[config.mk]
export PLATFORM = sky130hd
export DESIGN_NAME = tbck_isqrt
export DESIGN_NICKNAME = d
export VERILOG_FILES = /design/src/hdl/tbck_pkg.sv /design/src/hdl/tbck_isqrt.sv
export SDC_FILE = /design/constraint.sdc
export NUM_CORES = 2
export LEC_CHECK = 0
export ABC_CLOCK_PERIOD_IN_PS = 7670
export BUFFER_PORTS_ARGS = -buffer_cell sky130_fd_sc_hd__buf_2
export CORE_MARGIN = 2
export CORE_UTILIZATION = 55
export CTS_CLUSTER_DIAMETER = 40
export CTS_CLUSTER_SIZE = 8
export DETAILED_ROUTE_END_ITERATION = 16
export MAX_ROUTING_LAYER = met4
export PLACE_DENSITY = 0.68
export SYNTH_ARGS = -nofsm -noshare
export SYNTH_HDL_FRONTEND = slang
export SYNTH_SLANG_ARGS = --single-unit
[constraint.sdc]
create_clock -name i_clk -period 7.67 [get_ports i_clk]
set_input_delay 1.534 -clock i_clk [delete_from_list [all_inputs] [get_ports i_clk]]
set_output_delay 1.534 -clock i_clk [all_outputs]
set_load 0.02 [all_outputs]
[src/hdl/tbck_pkg.sv]
// Package: widths, register indexes, stage grouping and carried types of the CM kinematics pipe.
`timescale 1ns / 1ps
package tbck_pkg;
    localparam int E_W       = 32;   // energy / mass / momentum word
    localparam int SQ_W      = 64;   // squared quantity word
    localparam int CFG_IDX_W = 3;

    typedef enum logic [CFG_IDX_W-1:0] {
        CFG_PROJ_MASS_SQ     = 3'd0,
        CFG_TARGET_MASS_SQ   = 3'd1,
        CFG_TARGET_MASS      = 3'd2,
        CFG_EJECTILE_MASS_SQ = 3'd3,
        CFG_RESIDUE_MASS_SQ  = 3'd4,
        CFG_RESIDUE_MASS     = 3'd5
    } t_cfg_idx;

    localparam int SQRT_STEPS   = E_W;   // one root bit per step
    localparam int SQRT_PER_STG = 2;
    localparam int DIV_STEPS    = SQ_W;  // one quotient bit per step
    localparam int DIV_PER_STG  = 2;

    typedef struct packed {
        logic en;
        logic valid;
    } t_pipe_ctl;

    // carried alongside the first root
    typedef struct packed {
        logic [SQ_W-1:0] s;
        logic            ov;
        logic            deg;
        logic            neg;
        logic [SQ_W:0]   mag;
    } t_sq1_side;

    // carried through the divider
    typedef struct packed {
        logic [SQ_W-1:0] s;
        logic            ov;
        logic            deg;
        logic            neg;
        logic [E_W-1:0]  root;
    } t_div_side;

    // carried alongside the momentum root
    typedef struct packed {
        logic [SQ_W-1:0] s;
        logic [E_W-1:0]  ec;
        logic [E_W-1:0]  ed;
        logic            ov;
        logic            deg;
    } t_sq2_side;
endpackage

[src/hdl/tbck_isqrt.sv]
// Pipelined floor square root of a 64-bit word, a fixed number of root bits per stage.
`timescale 1ns / 1ps
module tbck_isqrt #(
    parameter int PER_STG = tbck_pkg::SQRT_PER_STG,
    parameter int SIDE_W  = 1
) (
    input  logic                      i_clk,
    input  logic                      i_rst_n,
    input  tbck_pkg::t_pipe_ctl       i_ctl,
    input  logic [tbck_pkg::SQ_W-1:0] i_x,
    input  logic [SIDE_W-1:0]         i_side,
    output logic                      o_valid,
    output logic [tbck_pkg::E_W-1:0]  o_root,
    output logic [SIDE_W-1:0]         o_side
);
    import tbck_pkg::*;

    localparam int NSTG  = SQRT_STEPS / PER_STG;
    localparam int REM_W = E_W + 2;
    localparam int TMP_W = REM_W + 2;

    logic              r_v    [NSTG];
    logic [SQ_W-1:0]   r_x    [NSTG];
    logic [E_W-1:0]    r_q    [NSTG];
    logic [REM_W-1:0]  r_rem  [NSTG];
    logic [SIDE_W-1:0] r_side [NSTG];

    for (genvar g = 0; g < NSTG; g++) begin : g_stg
        logic              v_in;
        logic [SQ_W-1:0]   x_in, n_x;
        logic [E_W-1:0]    q_in, n_q;
        logic [REM_W-1:0]  rem_in, n_rem;
        logic [SIDE_W-1:0] side_in;
        logic [TMP_W-1:0]  acc, trial;

        if (g == 0) begin : g_first
            assign v_in    = i_ctl.valid;
            assign x_in    = i_x;
            assign q_in    = '0;
            assign rem_in  = '0;
            assign side_in = i_side;
        end else begin : g_next
            assign v_in    = r_v[g-1];
            assign x_in    = r_x[g-1];
            assign q_in    = r_q[g-1];
            assign rem_in  = r_rem[g-1];
            assign side_in = r_side[g-1];
        end

        // restoring digit recurrence, two input bits per root bit
        always_comb begin
            n_x   = x_in;
            n_q   = q_in;
            n_rem = rem_in;
            acc   = '0;
            trial = '0;
            for (int k = 0; k < PER_STG; k++) begin
                acc   = {n_rem, n_x[SQ_W-1 -: 2]};
                trial = {2'b00, n_q, 2'b01};
                if (acc >= trial) begin
                    n_rem = REM_W'(acc - trial);
                    n_q   = {n_q[E_W-2:0], 1'b1};
                end else begin
                    n_rem = REM_W'(acc);
                    n_q   = {n_q[E_W-2:0], 1'b0};
                end
                n_x = {n_x[SQ_W-3:0], 2'b00};
            end
        end

        always_ff @(posedge i_clk) begin
            if (!i_rst_n) begin
                r_v[g] <= 1'b0;
            end else if (i_ctl.en) begin
                r_v[g] <= v_in;
            end
        end

        always_ff @(posedge i_clk) begin
            if (i_ctl.en) begin
                r_x[g]    <= n_x;
                r_q[g]    <= n_q;
                r_rem[g]  <= n_rem;
                r_side[g] <= side_in;
            end
        end
    end

    assign o_valid = r_v[NSTG-1];
    assign o_root  = r_q[NSTG-1];
    assign o_side  = r_side[NSTG-1];
endmodule

==> flow_summary.yaml <==
power:
  pwr-share-comb: 0.417
  power.total_uw: 32600
  power_frac_clock: 0.267
  p_sw_uw: 12220
  intPower_uw: 20380
  powerDensity_mw_per_mm2: 359.8
  seq_power_share: 0.316
  p_leak_uw: 0.03622
  peakVddDrop_uv: 243.0
  switching_share: 0.3748
cts:
  root_buffer: "clkbuf_16"
  cts.sinks: 1269
  cts_buffers: 214
  cts_tree: "built"
  hold_buffers: 0
  clk_path_buf_depth: 3
  clk_transition_reported_paths_ps: 50
  clk_latency_ps: 840
  htreeDepth: 4
job:
  max-cap-violations: 0
grt:
  antenna_found_initial: 7
  grt_overflow: 0
  grt_pass1_wl_um: 333100
  grtUsageTotal: 0.2892
  met3_usage: 0.03222
  grt_pass1_vias: 59015
  met1_usage: 0.3545
  top_usage_layer: "met2"
  grtUsageMet2: 0.4832
  grt_max_degree: 164
die:
  pin_count: 103
  core_area_mm2: 0.1459
  rows: 140
  fp.dieH_um: 387.6
  chipWidth_um: 387.6
  start_util: 0.5546
  dieArea_mm2: 0.1502
cells_and_area:
  syn2layout_area_growth_pct: 11.97
  drive_above_1_share: 0.08991
  final_nets: 8728
  final_util: 0.6211
  fin_cells: 10137
yosys:
  synth_edf_count: 1268
  synth_async_sr_flop_share: 0
  synthesis.area_mm2: 0.08093
  synth_area_per_cell_um2: 10.27
  synth_area_leaders: "edfxtp_1, ha_1, xnor2_1"
  synth-seq-cells: 1269
  synth-main-ff-cell: "edfxtp_1"
  synthCells: 7879
  ys_top_cells_by_count: "edfxtp_1, a21oi_1, nand2_1, nor2_1, ha_1"
  yosys.area.top_type_share: 0.4705
  synth-seq-area-share: 0.4707
  synth.distinct_cells: 102
  synth.most_common_cell: "edfxtp_1"
  yosysWarnings: 0
  synth_top_area_cell: "edfxtp_1"
sta:
  max_freq_mhz: 139.3
  skew_ps: 69.23
  relSlewSlack: 0.1517
  maxSlewViolCount: 0
  post-route-period-util: 0.9362
  fin_crit_ps: 7181
  tightestPinTransition_ps: 1270
  hold_viol_final: 0
  rsz0062_at_grt: "no"
  setup_tns_ps: 0
  whs_ps: 362.6
  setup_viol: 0
worst_setup_path:
  worstPathCellList: "inv_1 > ha_1 > and2_0 > nand3_1 > or4_1 > and3_1 > o21ai_2 > inv_2 > and2_1 > a31o_2 > ha_1 > a21o_1 > a21o_1 > a21o_1 > a211oi_1 > o21bai_1 > a21oi_1 > o21ai_0 > o311ai_0 > buf_4 > nor2b_1 > nand4_1 > nor2_4 > mux2_2"
  cpPeakStageDelay_ps: 630
  cpMaxStageDelayCell: "or4_1"
  worstSetupPathType: "reg -> reg"
  start_kind: "flip-flop"
  cpMostUsedCell: "a21o_1"
  crit_fanout: 14
  endpoint_kind: "flip-flop"
  required_ps: 8220
  arrival_ps: 7730
route:
  antenna_left: 0
  drc: 0
  drt_wl_total_um: 215100
  wl_per_cell_um: 21.22
  first_iter_violations: 4783
  vias: 61519
  firstDrtPassIters: 9
  post_drt_via_cell_ratio: 6.069
placed_design:
  hpwl_um: 166100
  place_inst: 9803
  port_buffers: 102
  place.gp.congestion: 0.9673
run_status:
  status: "completed"
min_path:
  hp-class: "reg -> reg"
## cell type report
class / instances / area (um^2)
inverters: 464 / 1744
multi-input cells: 5944 / 40330
well taps: 1917 / 2399
flip-flops and latches: 1269 / 38100
clock buffers: 242 / 5482
fillers: 11923 / 55290
repair buffers: 209 / 1441
clock inverters: 91 / 1127
diodes: 1 / 2.502
## cell families after synthesis
logic type      share of synthesized area
mux                               0.01719
buf+inv                           0.03141
compound gates                     0.1525
xor+xnor                          0.08409
flops                              0.4707
simple gates                       0.1578
fa+ha+maj                         0.08624
other cells                    0.00004634
## worst max-delay path, delay by kind of cell, from the launching register on
kind | cells | cell delay, ps
mux | 1 | 380
buf+inv | 3 | 350
flops | 1 | 340
fa+ha+maj | 2 | 790
compound gates | 10 | 2300
simple gates | 8 | 2750
## stage by stage
| stage | setup slack [ps] | instance area (um^2) |
|---|---|---|
| finish | 489.2 | 90620 |
| global route | 105.7 | 90620 |
| CTS | 461.5 | 90610 |
| detailed placement | 591.9 | 84010 |
| global placement | 882.7 | 84010 |
| floorplan | 1449 | 80940 |
## flip-flops by register name, indices dropped and copies added (netlist names)
register  count
r_q         272
r_rem       485
r_x         480
r_side       16
r_v          16
## worst paths after layout
check	slack, ps	start	end	cells past startpoint
worst max-delay path	490	r_q[0][239]	r_rem[1][7]	24
worst min-delay path	360	r_side[0][7]	r_side[1][0]	0
worst max register to register	490	r_q[0][239]	r_rem[1][7]	24
worst min register to register	360	r_side[0][7]	r_side[1][0]	0
## timing repair
action                                  in CTS  in global routing
endpoints found under the setup margin       0                  6
buffers inserted                             0                  0
gates resized for setup                      0                  1
## metal layers
layer  part of all wire  routed length, um  up-vias
li1                   -                  -    29749
met1               0.42              90010    29397
met2               0.49             105500     1848
met3              0.044               9422      525
met4              0.048              10230        0
met5                  0                  0        -
## cells in the final DEF, fill, tap and decap left out, types with 56 or more instances in the layout
master,n
inv_1,456
clkbuf_16,215
nor4_1,94
o21ai_0,366
and3_1,97
nand2b_1,89
xor2_1,283
o21bai_1,63
nor3_1,203
mux2_2,100
nor2_1,626
nand2_1,629
a21oi_1,680
or3_1,65
edfxtp_1,1268
a211oi_1,62
nand4_1,124
a21o_1,265
buf_2,101
o31ai_1,62
buf_4,98
xnor2_1,494
ha_1,557
nand3_1,177
nor2b_1,99
or2_2,56
## power groups by stage
stage | Sequential, uW | Clock [uW] | Combinational [uW]
after floorplan | 9860 | 0 | 10100
after global placement | 10400 | 0 | 13200
after detailed placement | 10400 | 0 | 13300
after CTS | 10300 | 8880 | 13400
final | 10300 | 8710 | 13600
after global routing | 10400 | 9190 | 15000
(Power assumes the default switching activity.)
